==> config.mk <==
export PLATFORM = sky130hd
export DESIGN_NAME = byte_to_ascii_number_formatter_flat
export DESIGN_NICKNAME = d
export VERILOG_FILES = /design/src/rtl/bafmt_pkg.sv /design/src/rtl/bafmt_if.sv /design/src/rtl/byte_to_ascii_number_formatter.sv /design/src/rtl/bafmt_encode.sv /design/src/flat_wrapper.sv
export SDC_FILE = /design/constraint.sdc
export NUM_CORES = 1
export LEC_CHECK = 0
export ABC_AREA = 0
export BUFFER_PORTS_ARGS = -buffer_cell sky130_fd_sc_hd__buf_2
export CORE_UTILIZATION = 30
export DETAILED_ROUTE_END_ITERATION = 7
export GPL_ROUTABILITY_DRIVEN = 0
export PLACE_DENSITY_LB_ADDON = 0.12
export SYNTH_ARGS = -nofsm -noshare
export SYNTH_HDL_FRONTEND = slang
export SYNTH_SLANG_ARGS = --single-unit
export TNS_END_PERCENT = 50
==> constraint.sdc <==
create_clock -name clk -period 7.8 [get_ports clk]
set_input_delay 0.39 -clock clk [delete_from_list [all_inputs] [get_ports clk]]
set_output_delay 0.39 -clock clk [all_outputs]
set_load 0.02 [all_outputs]
==> src/rtl/bafmt_pkg.sv <==
package bafmt_pkg;

  // Widths of the payload fields.
  localparam int unsigned CMD_W   = 3;
  localparam int unsigned VALUE_W = 8;
  localparam int unsigned CHAR_W  = 7;

  // Longest text that one byte can give, e.g. "-128".
  localparam int unsigned TEXT_MAX = 4;
  localparam int unsigned LEN_W    = 3;

  typedef logic [CHAR_W-1:0]  char_t;
  typedef logic [LEN_W-1:0]   len_t;
  typedef logic [3:0]         digit_t;

  // Format selector codes.
  typedef enum logic [CMD_W-1:0] {
    FMT_OCT  = 3'd0,
    FMT_UDEC = 3'd1,
    FMT_HEX  = 3'd2,
    FMT_TDEC = 3'd3,
    FMT_SDEC = 3'd4
  } fmt_e;

  localparam char_t CH_PLUS  = 7'h2B;
  localparam char_t CH_MINUS = 7'h2D;
  localparam char_t CH_ZERO  = 7'h30;
  localparam char_t CH_UPPER_A = 7'h41;

  // Formatted text of one byte: entry 0 is the first character sent.
  typedef struct packed {
    logic [TEXT_MAX-1:0][CHAR_W-1:0] chars;
    len_t                            len;
  } text_t;

  // Maps a digit of up to base sixteen onto its ASCII character.
  function automatic char_t digit_char(input digit_t d);
    char_t c;
    if (d < 4'd10) begin
      c = CH_ZERO + char_t'(d);
    end else begin
      c = CH_UPPER_A + char_t'(d - 4'd10);
    end
    return c;
  endfunction

endpackage

==> src/rtl/bafmt_if.sv <==
interface bafmt_in_if import bafmt_pkg::*; ();
  logic                valid;
  logic                ready;
  logic [CMD_W-1:0]    cmd;
  logic [VALUE_W-1:0]  value;

  modport source (output valid, output cmd, output value, input ready);
  modport sink   (input valid, input cmd, input value, output ready);
endinterface

interface bafmt_out_if import bafmt_pkg::*; ();
  logic                valid;
  logic                ready;
  logic [CHAR_W-1:0]   char_code;
  logic                last_char;

  modport source (output valid, output char_code, output last_char, input ready);
  modport sink   (input valid, input char_code, input last_char, output ready);
endinterface

==> src/rtl/byte_to_ascii_number_formatter.sv <==
// An accepted byte's text goes into the character buffer and from there to the output register.
// Output: one character per cycle unless out_ch.ready stalls; a byte's one to four characters
// pass through the single character output register, and an unused format gives no characters.
// The next byte is accepted in the cycle its predecessor's last character moves to the output.
// Reset: synchronous, active low rst_n; the character buffer and the output are emptied.
module byte_to_ascii_number_formatter import bafmt_pkg::*; (
  input  logic         clk,
  input  logic         rst_n,
  bafmt_in_if.sink     in_ch,
  bafmt_out_if.source  out_ch
);

  // The whole text of a byte is formatted as the byte is accepted and lands in a
  // small character buffer. The buffer drains through the output register one
  // character per cycle when not stalled, and registers part the two sides.
  text_t                           text;
  logic [TEXT_MAX-1:0][CHAR_W-1:0] buf_r;
  logic [TEXT_MAX-1:0][CHAR_W-1:0] buf_nxt;
  len_t                            cnt_r;
  len_t                            cnt_nxt;
  logic                            out_valid_r;
  logic                            out_valid_nxt;
  char_t                           out_code_r;
  logic                            out_last_r;
  logic                            out_load;
  logic                            in_fire;

  bafmt_encode u_encode (
    .cmd   (in_ch.cmd),
    .value (in_ch.value),
    .text  (text)
  );

  // A character moves on when the output register is empty or being emptied.
  assign out_load = (cnt_r != '0) && (!out_valid_r || out_ch.ready);

  // A new byte is taken when the buffer is empty, or when its last character is
  // moving to the output in this very cycle.
  assign in_ch.ready = (cnt_r == '0) || ((cnt_r == len_t'(1)) && out_load);
  assign in_fire     = in_ch.valid && in_ch.ready;

  always_comb begin
    buf_nxt = buf_r;
    cnt_nxt = cnt_r;
    if (in_fire) begin
      buf_nxt = text.chars;
      cnt_nxt = text.len;
    end else if (out_load) begin
      buf_nxt[0] = buf_r[1];
      buf_nxt[1] = buf_r[2];
      buf_nxt[2] = buf_r[3];
      buf_nxt[3] = '0;
      cnt_nxt    = cnt_r - len_t'(1);
    end
  end

  always_comb begin
    out_valid_nxt = out_valid_r;
    if (out_load) begin
      out_valid_nxt = 1'b1;
    end else if (out_ch.ready) begin
      out_valid_nxt = 1'b0;
    end
  end

  always_ff @(posedge clk) begin
    if (!rst_n) begin
      cnt_r       <= '0;
      out_valid_r <= 1'b0;
    end else begin
      cnt_r       <= cnt_nxt;
      out_valid_r <= out_valid_nxt;
    end
  end

  // Payload registers carry no reset.
  always_ff @(posedge clk) begin
    buf_r <= buf_nxt;
    if (out_load) begin
      out_code_r <= buf_r[0];
      out_last_r <= (cnt_r == len_t'(1));
    end
  end

  assign out_ch.valid     = out_valid_r;
  assign out_ch.char_code = out_code_r;
  assign out_ch.last_char = out_last_r;

endmodule

==> src/rtl/bafmt_encode.sv <==
module bafmt_encode import bafmt_pkg::*; (
  input  logic [CMD_W-1:0]   cmd,
  input  logic [VALUE_W-1:0] value,
  output text_t              text
);

  logic [VALUE_W-1:0] mag;
  logic [1:0]         hund;
  logic [6:0]         rem;
  logic [14:0]        prod;
  digit_t             tens;
  digit_t             ones;
  digit_t             d2;
  digit_t             d1;
  digit_t             d0;
  logic [1:0]         ndig;
  logic               signed_fmt;
  char_t              sign_ch;
  char_t              dch0;
  char_t              dch1;
  char_t              dch2;

  // Decimal digits of the magnitude. The tens digit of a remainder below one
  // hundred is taken by multiplying with 205/2048, which is exact there.
  always_comb begin
    case (fmt_e'(cmd))
      FMT_TDEC: mag = value[7] ? (8'd128 - {1'b0, value[6:0]}) : value;
      FMT_SDEC: mag = {1'b0, value[6:0]};
      default:  mag = value;
    endcase

    if (mag >= 8'd200) begin
      hund = 2'd2;
      rem  = 7'(mag - 8'd200);
    end else if (mag >= 8'd100) begin
      hund = 2'd1;
      rem  = 7'(mag - 8'd100);
    end else begin
      hund = 2'd0;
      rem  = mag[6:0];
    end

    prod = 15'(rem) * 15'd205;
    tens = prod[14:11];
    ones = 4'(rem - 7'(tens) * 7'd10);
  end

  // Digit selection per radix, least significant digit in d0.
  always_comb begin
    signed_fmt = 1'b0;
    sign_ch    = value[7] ? CH_MINUS : CH_PLUS;
    d2         = '0;
    d1         = '0;
    d0         = '0;
    ndig       = 2'd0;
    case (fmt_e'(cmd))
      FMT_OCT: begin
        d2   = {2'b00, value[7:6]};
        d1   = {1'b0, value[5:3]};
        d0   = {1'b0, value[2:0]};
        ndig = (value >= 8'd64) ? 2'd3 : ((value >= 8'd8) ? 2'd2 : 2'd1);
      end
      FMT_HEX: begin
        d1   = value[7:4];
        d0   = value[3:0];
        ndig = (value >= 8'd16) ? 2'd2 : 2'd1;
      end
      FMT_UDEC, FMT_TDEC, FMT_SDEC: begin
        signed_fmt = (fmt_e'(cmd) != FMT_UDEC);
        d2   = {2'b00, hund};
        d1   = tens;
        d0   = ones;
        ndig = (mag >= 8'd100) ? 2'd3 : ((mag >= 8'd10) ? 2'd2 : 2'd1);
      end
      default: begin
        ndig = 2'd0;
      end
    endcase
  end

  // Leading zeros are dropped by aligning the top significant digit first.
  always_comb begin
    case (ndig)
      2'd3: begin
        dch0 = digit_char(d2);
        dch1 = digit_char(d1);
        dch2 = digit_char(d0);
      end
      2'd2: begin
        dch0 = digit_char(d1);
        dch1 = digit_char(d0);
        dch2 = '0;
      end
      default: begin
        dch0 = digit_char(d0);
        dch1 = '0;
        dch2 = '0;
      end
    endcase

    if (signed_fmt) begin
      text.chars[0] = sign_ch;
      text.chars[1] = dch0;
      text.chars[2] = dch1;
      text.chars[3] = dch2;
      text.len      = len_t'(ndig) + len_t'(1);
    end else begin
      text.chars[0] = dch0;
      text.chars[1] = dch1;
      text.chars[2] = dch2;
      text.chars[3] = '0;
      text.len      = len_t'(ndig);
    end
  end

endmodule

==> src/flat_wrapper.sv <==
// flat-port wrapper written by rule: the top's interface ports become plain ports
module byte_to_ascii_number_formatter_flat import bafmt_pkg::*;
  (clk, rst_n, in_ch_valid, in_ch_cmd, in_ch_value, in_ch_ready, out_ch_valid, out_ch_char_code, out_ch_last_char, out_ch_ready);
  bafmt_in_if in_ch_i ();
  bafmt_out_if out_ch_i ();
  input  logic clk;
  input  logic rst_n;
  input wire logic [$bits(in_ch_i.valid)-1:0] in_ch_valid;
  input wire logic [$bits(in_ch_i.cmd)-1:0] in_ch_cmd;
  input wire logic [$bits(in_ch_i.value)-1:0] in_ch_value;
  output wire logic [$bits(in_ch_i.ready)-1:0] in_ch_ready;
  output wire logic [$bits(out_ch_i.valid)-1:0] out_ch_valid;
  output wire logic [$bits(out_ch_i.char_code)-1:0] out_ch_char_code;
  output wire logic [$bits(out_ch_i.last_char)-1:0] out_ch_last_char;
  input wire logic [$bits(out_ch_i.ready)-1:0] out_ch_ready;
  assign in_ch_i.valid = in_ch_valid;
  assign in_ch_i.cmd = in_ch_cmd;
  assign in_ch_i.value = in_ch_value;
  assign in_ch_ready = in_ch_i.ready;
  assign out_ch_valid = out_ch_i.valid;
  assign out_ch_char_code = out_ch_i.char_code;
  assign out_ch_last_char = out_ch_i.last_char;
  assign out_ch_i.ready = out_ch_ready;
  byte_to_ascii_number_formatter u_core (.clk(clk), .rst_n(rst_n), .in_ch(in_ch_i), .out_ch(out_ch_i));
endmodule
==> results of run 1 <==
[power by group]
part | switching, W | internal [W] | total, W
clock network | 0.0000869 | 0.000152 | 0.000239
logic | 0.00107 | 0.00112 | 0.00219
registers | 0.0000296 | 0.000394 | 0.000424
[repair_timing]
item	CTS	global route
gates cloned	0	0
gates resized for setup	9	57
buffers inserted	4	13
pin swaps	11	43
endpoints found under the setup margin	7	25
[critical path: cells and delay by family]
family | cells | cell delay (ns)
adders and majority gates | 9 | 2.72
AOI/OAI and AO/OA | 8 | 1.43
and+or+nand+nor | 8 | 1.22
xor gates and xnor gates | 4 | 0.74
muxes | 3 | 0.59
buffers and inverters | 7 | 0.51
[registers in the layout (all words and copies together) (netlist names)]
name,cells
u_core.buf_r,28
u_core.out_ch.char_code,7
u_core.cnt_r,3
u_core.out_ch.last_char,1
u_core.out_ch.valid,1
[cell type report]
type | instances | area (um2)
fill | 1404 | 8290
multi-input combinational | 406 | 3530
clock buffer | 5 | 125
clock inverter | 3 | 46.3
timing repair buffer | 151 | 1100
sequential | 40 | 1160
tap | 184 | 230
inverter | 42 | 170
[logic make-up after synthesis]
family | Yosys count | share of synthesized area, %
multiplexers | 15 | 3.82
buffers and inverters | 66 | 5.96
XOR/XNOR | 22 | 5.52
AND/OR/NAND/NOR | 169 | 18.5
adder cells (fa/ha/maj) | 63 | 18.8
flip-flops | 40 | 25.5
AO/OA/AOI/OAI | 137 | 21.9
[layout by cell type, fill, tap and decap left out, types with 6 or more instances in the layout]
cell type / Yosys / layout
buf_4: 2 / 125
nor2_1: 54 / 47
nand2_1: 45 / 42
ha_1: 54 / 37
edfxtp_1: 36 / 36
inv_1: 42 / 30
a21oi_1: 30 / 23
buf_2: 1 / 22
o21ai_0: 23 / 17
xnor2_1: 16 / 12
ha_4: 0 / 12
a21oi_2: 2 / 9
nand3_1: 10 / 9
nand2b_1: 8 / 8
inv_2: 0 / 8
nor3_1: 8 / 7
fa_1: 9 / 7
o21ai_1: 2 / 6
nor2_2: 0 / 6
mux2i_1: 8 / 6
a21o_1: 6 / 6
a31oi_1: 7 / 6
[metrics by stage]
stage          worst slack [ns]  std cells  utilization (%)  cell area, um2
2_1_floorplan            -0.124        512                -            4700
3_3_place_gp             -0.431        806             39.3            5760
3_5_place_dp             -0.427        806             39.3            5760
4_1_cts                 0.00710        818             41.0            6000
5_1_grt                  -0.176        831             43.4            6360
6_report                  0.210        831             43.4            6360
[routing by layer]
layer / up-vias / global-route usage (%)
met5: - / 0
met3: 7 / 2.23
met2: 59 / 27.4
li1: 2144 / -
met1: 2100 / 24.8
met4: 0 / 2.65
[worst min path at each step]
stage	from	endpoint	slack [ns]
floorplan	u_core.buf_r[0]	u_core.out_ch.char_code[0]	0.40
detailed placement	u_core.buf_r[5]	u_core.out_ch.char_code[5]	0.40
global route	rst_n	u_core.cnt_r[0]	0.36
finish	rst_n	u_core.cnt_r[0]	0.36
CTS	rst_n	u_core.cnt_r[0]	0.36
global placement	u_core.buf_r[4]	u_core.out_ch.char_code[4]	0.40
==> impl_results.md, run 1 <==
- Site row count: 44
- Die H: ~130 um
- WP data required: roughly 7.8 ns
- Cell count after synthesis: approximately 500
- FF-to-FF End: u_core.buf_r[13]
- # hold bufs at CTS: 0
- Top layer in use: met4
- Fraction of synthesis flops using an asynchronous set or reset pin: 0%
- PwrDens: approximately 450 nW/um2
- Worst hold stages: 2
- Final worst path period need: 7.59 ns
- 1st-iter DRT viols: between 150 and 200
- Post-route ant nets: 0
- PortBufs: 24
- Final TNS setup: 0 ns
- WL met3: about 300 um
- Reg-to-reg slack, setup: 5.10 ns
- Worst reg2reg startpoint: u_core.cnt_r[1]
- Post-Syn Area per Cell: around 8.9 um2
- CTS tree: built
- Hold Violations, Final: 0
- Post-synth top area share: around a quarter
- 1st-pass router iterations: 6
- Yosys warning total: 0
- Synth Net Count: ~600
- Final period util: 97.3%
- Max VDD drop: roughly 0.00015 V
- Skew-Pair Late Insertion Delay: between 0.2 and 0.3 ns
- Post-synth EDFFs: 36
- Clock sink total: 40
- Fin Hold WS: 0.360 ns
- First-pass GRT wire length: ~22 mm
- Worst hold path class: in -> reg
- FMAX: about 130 MHz
- Pin count of the biggest net entering global routing: 27
- Met2 wire length: around 6 mm
- Htree depth: 2
- Post-route DRC: 0
- Metal-1 WL: 6.76 mm
- Die area: about 16000 um2
- Final wirelength: roughly 13 mm
- Clk slew on worst S/H paths: ~0.060 ns
- Final Setup Violations: 0
- Critical Path Start: in_ch_value[0]
- HPWL after detailed placement: about 10 mm
- Grt ovf: 0
- Ports: 25
- CTS Buf Count: 5
- Share of the yosys chip area belonging to registers: 25.5%
- RSZ-0062 raised after global routing: true
- Top_reg_cell synth: edfxtp_1
- Routed WL per cell: about 16 um
- Die width: around 130 um
- Area delta synth->final: 39.7%
- Starting utilization of the core area: between 30 and 40%
- Vias in the first global route: about 4200
- Pleak: around 2.7 nW
- Worst slew pin tran: 0.935 ns
- CP Capture Type: register
- R2r worst-path depth: 7
- CP arrival: approximately 7.6 ns
- Crit path launch type: primary input
- WS Path Type: in -> reg
- N_diodes: 0
- Maxcap violations: 0
- FF+latch count, synth: 40
- Relative slew slack: approximately 38%
- Crit-path max FO: 5
- Layout Nets: between 700 and 800
- Final max-slew violation count: 0
- Layout cell share with drive strength beyond 1: 40.0%
- Maximum clock path buffer count: 2
- Core area: about 15000 um2
- Outcome: completed
- Clock Tree Root: clkbuf_16
- Critical Path Sink: u_core.buf_r[17]
- Vias: between 4000 and 5000
- CP max stage delay: approximately 0.51 ns
- Post-Synthesis Cell Area: approximately 4600 um2
- Top cells by count, synth: 54 x ha_1, 54 x nor2_1, 45 x nand2_1
- Largest cells by area after synthesis: edfxtp_1 24%, ha_1 15%, nor2_1 4.5%, fa_1 4.0%, nand2_1 3.7%
- Slowest-stage cell, CP: fa_1
- Total Power: about 0.0029 W
- Clock Skew: approximately 0.0061 ns
- Via-per-instance ratio: just over 5
- Initial antenna violation count: 0
- GRT Total Usage: between 15 and 20%
- Cell taking the most area after synthesis: edfxtp_1
- Netlist cell types: between 80 and 90
(Power assumes the default switching activity.)
==> inputs of run 2 (changes only) <==
- MAX_ROUTING_LAYER: default -> met4
==> impl_results.md, run 2 (synthesized netlist as in run 1, its figures left out) <==
- RSZ-0062 raised after global routing: true
- Hold Violations, Final: 0
- Maximum clock path buffer count: 2
- Placed Cells incl. Taps: 806
- Int Power: around 0.0017 W
- Post-route DRC: 0
- Starting utilization of the core area: between 30% and 40%
- # hold bufs at CTS: 0
- Die width: between 100 and 150 um
- Final period util: between 90 and 100%
- Final max-slew violation count: 0
- Core area: roughly 15000 um2
- Die H: 125 um
- Final worst path period need: 7.60 ns
- CTS tree: built
- Final Cell Area: between 6000 and 7000 um2
- Fillers: about 1400
- Most frequent cells in the layout: 125 x buf_4, 47 x nor2_1, 42 x nand2_1, 37 x ha_1, 36 x edfxtp_1
- First-pass GRT wire length: 21.5 mm
- Area delta synth->final: 39.7%
- Initial antenna violation count: 0
- Pleak: approximately 2.7 nW
- Die area: 15700 um2
- Maxcap violations: 0
- PortBufs: 24
- WS Path Type: in -> reg
- Power share of the combinational group: between 70% and 80%
- Final wirelength: approximately 13 mm
- Vias: 4322
- Most common cell after layout, fill and taps aside: buf_4
- Layout Nets: roughly 720
- Final Setup Violations: 0
- Cell Area, Placed: roughly 5800 um2
- Crit-path max FO: 5
- Net switching power: roughly 0.0012 W
- Post-route ant nets: 0
- Crit path launch type: primary input
- Fin cells: between 800 and 900
- CP arrival: about 7.6 ns
- Grt ovf: 0
- Site row count: 44
- Most flops, register: u_core.buf_r
- Register area: around 1200 um2
- CP Capture Type: register
- Routed WL per cell: ~16 um
- Pin count of the biggest net entering global routing: 27
- Max reg flops: 28
- Layout cell share with drive strength beyond 1: 40.0%
- Htree depth: 2
- Clk slew on worst S/H paths: around 0.060 ns
- FMAX: approximately 130 MHz
- Clock Skew: around 0.0079 ns
- GRT Total Usage: between 15 and 20%
- HPWL after detailed placement: between 10 and 15 mm
- Met3 GRT Util: under 10%
- Final TNS setup: 0 ns
- Relative slew slack: a little over a third
- Clock sink total: 40
- Clk pwr share: around 8.4%
- Busiest grt layer: met2
- Ports: 25
- PwrDens: 450 nW/um2
- Via-per-instance ratio: approximately 5.2
- Flop pwr share: between 10 and 15%
- Clock Tree Root: clkbuf_16
- WP data required: about 8 ns
- CP max stage delay: 0.51 ns
- Skew-Pair Late Insertion Delay: slightly below 0.3 ns
- Worst hold path class: in -> reg
- Switching share of power: 41.6%
- Max VDD drop: between 0.00015 and 0.0002 V
- Slowest-stage cell, CP: fa_1
- Vias in the first global route: approximately 4200
- Area occupied by multi-input gates: between 3000 and 4000 um2
- 1st-pass router iterations: 7
- CTS Buf Count: 5
- Outcome: completed
- Met1 usage: between 20 and 25%
- N_diodes: 0
- Worst slew pin tran: ~0.97 ns
- 1st-iter DRT viols: around 200
- Met2 global-route usage: ~27%
-- run 2: worst max-delay path, delay by kind of cell --
kind / cells / cell delay, ns
simple gates: 8 / 1.22
mux: 3 / 0.59
buf+inv: 7 / 0.51
xor+xnor: 4 / 0.74
compound gates: 8 / 1.44
fa+ha+maj: 9 / 2.72
-- run 2: routing by layer --
metal / vias up / share of wire, %
met5: - / 0
met4: 0 / 0.36
met3: 7 / 3.2
met2: 71 / 46
met1: 2099 / 51
li1: 2145 / -
-- run 2: what timing repair did --
item	in CTS	in global routing
endpoints found under the setup margin	7	25
setup buffers	4	13
pin swaps	11	44
resized for setup	9	57
-- run 2: final cells by class --
| type | instances | share of cell area (%) |
|---|---|---|
| Clock inverter | 3 | 0.728 |
| Sequential cell | 40 | 18.3 |
| Multi-Input combinational cell | 406 | 55.5 |
| Inverter | 42 | 2.68 |
| Clock buffer | 5 | 1.97 |
| Timing Repair Buffer | 151 | 17.3 |
| Tap cell | 184 | 3.62 |
-- run 2: final timing paths --
kind / start / end / slack (ns) / depth (start not counted)
setup / recovery: in_ch_value[0] / u_core.buf_r[17] / 0.20 / 39
hold / removal: rst_n / u_core.cnt_r[0] / 0.36 / 2
setup reg to reg: u_core.cnt_r[1] / u_core.buf_r[14] / 5.04 / 7
hold reg to reg: u_core.buf_r[6] / u_core.out_ch.char_code[6] / 0.42 / 0
-- run 2: through the flow --
step | util [%] | setup WS (ns) | power [W] | hold slack, ns
after floorplan | - | -0.124 | 0.00167 | 0.400
after global placement | 39.3 | -0.431 | 0.00230 | 0.400
after detailed placement | 39.3 | -0.427 | 0.00233 | 0.405
after CTS | 41.0 | 0.00710 | 0.00266 | 0.362
after global routing | 43.4 | -0.198 | 0.00311 | 0.362
final | 43.4 | 0.199 | 0.00286 | 0.359
-- run 2: power by group through the flow --
stage          registers [W]  clock network [W]  logic (W)
4_1_cts             0.000425           0.000243    0.00199
5_1_grt             0.000435           0.000252    0.00243
6_report            0.000424           0.000240    0.00219
2_1_floorplan       0.000456                  0    0.00122
3_5_place_dp        0.000429                  0    0.00190
3_3_place_gp        0.000425                  0    0.00188
==> inputs of run 3 (changes only) <==
- ABC_AREA: 0 -> 1
- clock period: 7.8 -> 7.5 ns (I/O delays scaled with it)
==> impl_results.md, run 3 <==
- Outcome: completed
- Via-per-instance ratio: about 4.8
- Crit-path max FO: 3
- 1st-iter DRT viols: 213
- Vias: roughly 4000
- Skew-Pair Late Insertion Delay: about 0.27 ns
- Final Setup Violations: 0
- Post-route ant nets: 0
- Die width: 122 um
- Cell count after synthesis: approximately 560
- PortBufs: 24
- Site row count: between 40 and 50
- Pleak: 2.63 nW
- Most flops, register: u_core.buf_r
- Most frequent cells in the layout: 121 x nand2_1, 86 x inv_1, 69 x buf_4, 43 x ha_1, 41 x nand3_1
- Crit-path most repeated cell: buf_4
- Post-Syn Area per Cell: between 7 and 8 um2
- Post-synth top area share: between 20% and 30%
- Layout Nets: 730
- Yosys warning total: 0
- Post-Synthesis Cell Area: about 4300 um2
- Post-route DRC: 0
- Layout cell share with drive strength beyond 1: between 20 and 30%
- WS Path Type: in -> reg
- Cell taking the most area after synthesis: edfxtp_1
- CTS tree: built
- CTS Buf Count: 5
- Hold Violations, Final: 0
- Initial antenna violation count: 0
- Clock Skew: between 0.002 and 0.003 ns
- Netlist cell types: 46
- Vias in the first global route: between 3000 and 4000
- Crit path launch type: primary input
- HPWL after detailed placement: 9.25 mm
- Fin Hold WS: between 0.3 and 0.4 ns
- N_diodes: 0
- FMAX: about 140 MHz
- Htree depth: 2
- Busiest grt layer: met2
- GRT Total Usage: about 16%
- 1st-pass router iterations: 4
- Ports: 25
- Max VDD drop: 0.000141 V
- Die area: ~15000 um2
- Worst slew pin tran: around 1.1 ns
- CP arrival: slightly above 7 ns
- Post-synth EDFFs: 36
- Worst hold path class: in -> reg
- Die H: 122 um
- Pin count of the biggest net entering global routing: 30
- Final period util: 94.9%
- Count leader, synth: nand2_1
- CP Capture Type: register
- Final wirelength: 11.1 mm
- Slowest-stage cell, CP: fa_1
- CP max stage delay: between 0.6 and 0.7 ns
- Share of the yosys chip area belonging to registers: approximately 27%
- Most common cell after layout, fill and taps aside: nand2_1
- Largest cells by area after synthesis: edfxtp_1 25%, ha_1 16%, nand2_1 11%, inv_1 7.8%, nand3_1 4.7%
- Largest delay contributor family on the critical path: adder cells
- Area delta synth->final: 25.7%
- Starting utilization of the core area: a little under a third
- Max reg flops: 28
- Clk slew on worst S/H paths: about 0.05 ns
- Total Power: 0.00272 W
- Final worst path period need: ~7.1 ns
- Core area: between 10000 and 15000 um2
- Met2 global-route usage: 26.3%
- Top_reg_cell synth: edfxtp_1
- FF+latch count, synth: 40
- Fillers: 1490
- Routed WL per cell: 13.3 um
- Fraction of synthesis flops using an asynchronous set or reset pin: 0%
- Clock Tree Root: clkbuf_16
- Met1 usage: ~22%
- Final max-slew violation count: 0
- Clock sink total: 40
- Maxcap violations: 0
- Area occupied by multi-input gates: 2920 um2
- Met3 GRT Util: around 2.2%
- First-pass GRT wire length: between 15 and 20 mm
- Synth Net Count: roughly 640
- PwrDens: 500 nW/um2
- WP data required: ~7.5 ns
- Maximum clock path buffer count: 2
- Critical path buffer and inverter count: 9
- Grt ovf: 0
- Register area: approximately 1200 um2
- RSZ-0062 raised after global routing: true
- Relative slew slack: between 20 and 25%
- Top cells by count, synth: 125 x nand2_1, 90 x inv_1, 54 x ha_1
run 3: cell count changes after synthesis, moves of 6 or more:
cell,delta
nand2_1,+80
inv_1,+48
nand3_1,+31
nand2_2,+19
nor2_1,-15
xnor2_1,-14
a21oi_1,-13
clkbuf_1,-11
nand3_2,+11
mux2i_1,-8
nand2_4,+8
nand2b_1,-8
o21ai_0,-6
o22ai_1,+6
run 3: final timing paths:
path	start	to	slack [ns]	cells past startpoint
worst min-delay path	rst_n	u_core.out_ch.valid	0.37	3
worst max-delay path	in_ch_value[0]	u_core.buf_r[16]	0.38	40
worst max register to register	u_core.cnt_r[0]	u_core.buf_r[20]	3.75	11
worst min register to register	u_core.buf_r[1]	u_core.out_ch.char_code[1]	0.42	0
run 3: final cells by class:
type	instances	area share, %
well taps	180	4.13
inverters	97	6.68
clock buffers	8	2.50
flip-flops and latches	40	21.3
repair buffers	93	11.7
multi-input cells	415	53.7
run 3: metal layers:
metal	up-vias	wire length (um)
met5	-	0
met4	0	53
met3	4	302
met2	56	5100
met1	1860	5660
li1	2045	-
run 3: metrics by stage:
stage | std cells | TNS, ns | worst slack (ns) | instance area [um2] | utilization, %
global route | 833 | -0.114 | -0.0395 | 5450 | 39.0
CTS | 829 | 0 | 0.155 | 5260 | 37.6
floorplan | 559 | 0 | 0.194 | 4340 | -
global placement | 821 | -0.0490 | -0.0409 | 5120 | 36.6
detailed placement | 821 | -0.604 | -0.143 | 5120 | 36.6
finish | 833 | 0 | 0.383 | 5450 | 39.0
run 3: repair_timing:
action / 4_1_cts / 5_1_grt
resized for setup: 0 / 31
buffers inserted: 0 / 4
hold buffers: 0 / 0
setup endpoints to repair: 0 / 28
run 3: power by group:
part	switching (W)	internal [W]	total [W]
Sequential	0.0000284	0.000422	0.000451
Clock	0.0000759	0.000124	0.000199
Combinational	0.00118	0.000893	0.00207
Total	0.00128	0.00144	0.00272
run 3: cell families after synthesis:
kind of cell / Yosys count / share of synthesized area (%)
AOI/OAI and AO/OA: 75 / 11.4
xor gates and xnor gates: 5 / 1.01
adders and majority gates: 63 / 19.7
buffers and inverters: 104 / 9.44
DFF: 40 / 26.8
and+or+nand+nor: 272 / 31.6
run 3: worst register-to-register path, cell delays in order, from the launching register on:
cell and delay [ns]:
dfxtp_1 0.35, inv_1 0.08, ha_1 0.19, nand2_1 0.08
nand2_1 0.12, o21ai_0 0.23, nand2_1 0.57, nor2_1 0.99
inv_1 0.24, nor2_1 0.48, nand3_1 0.15, nand3_1 0.12
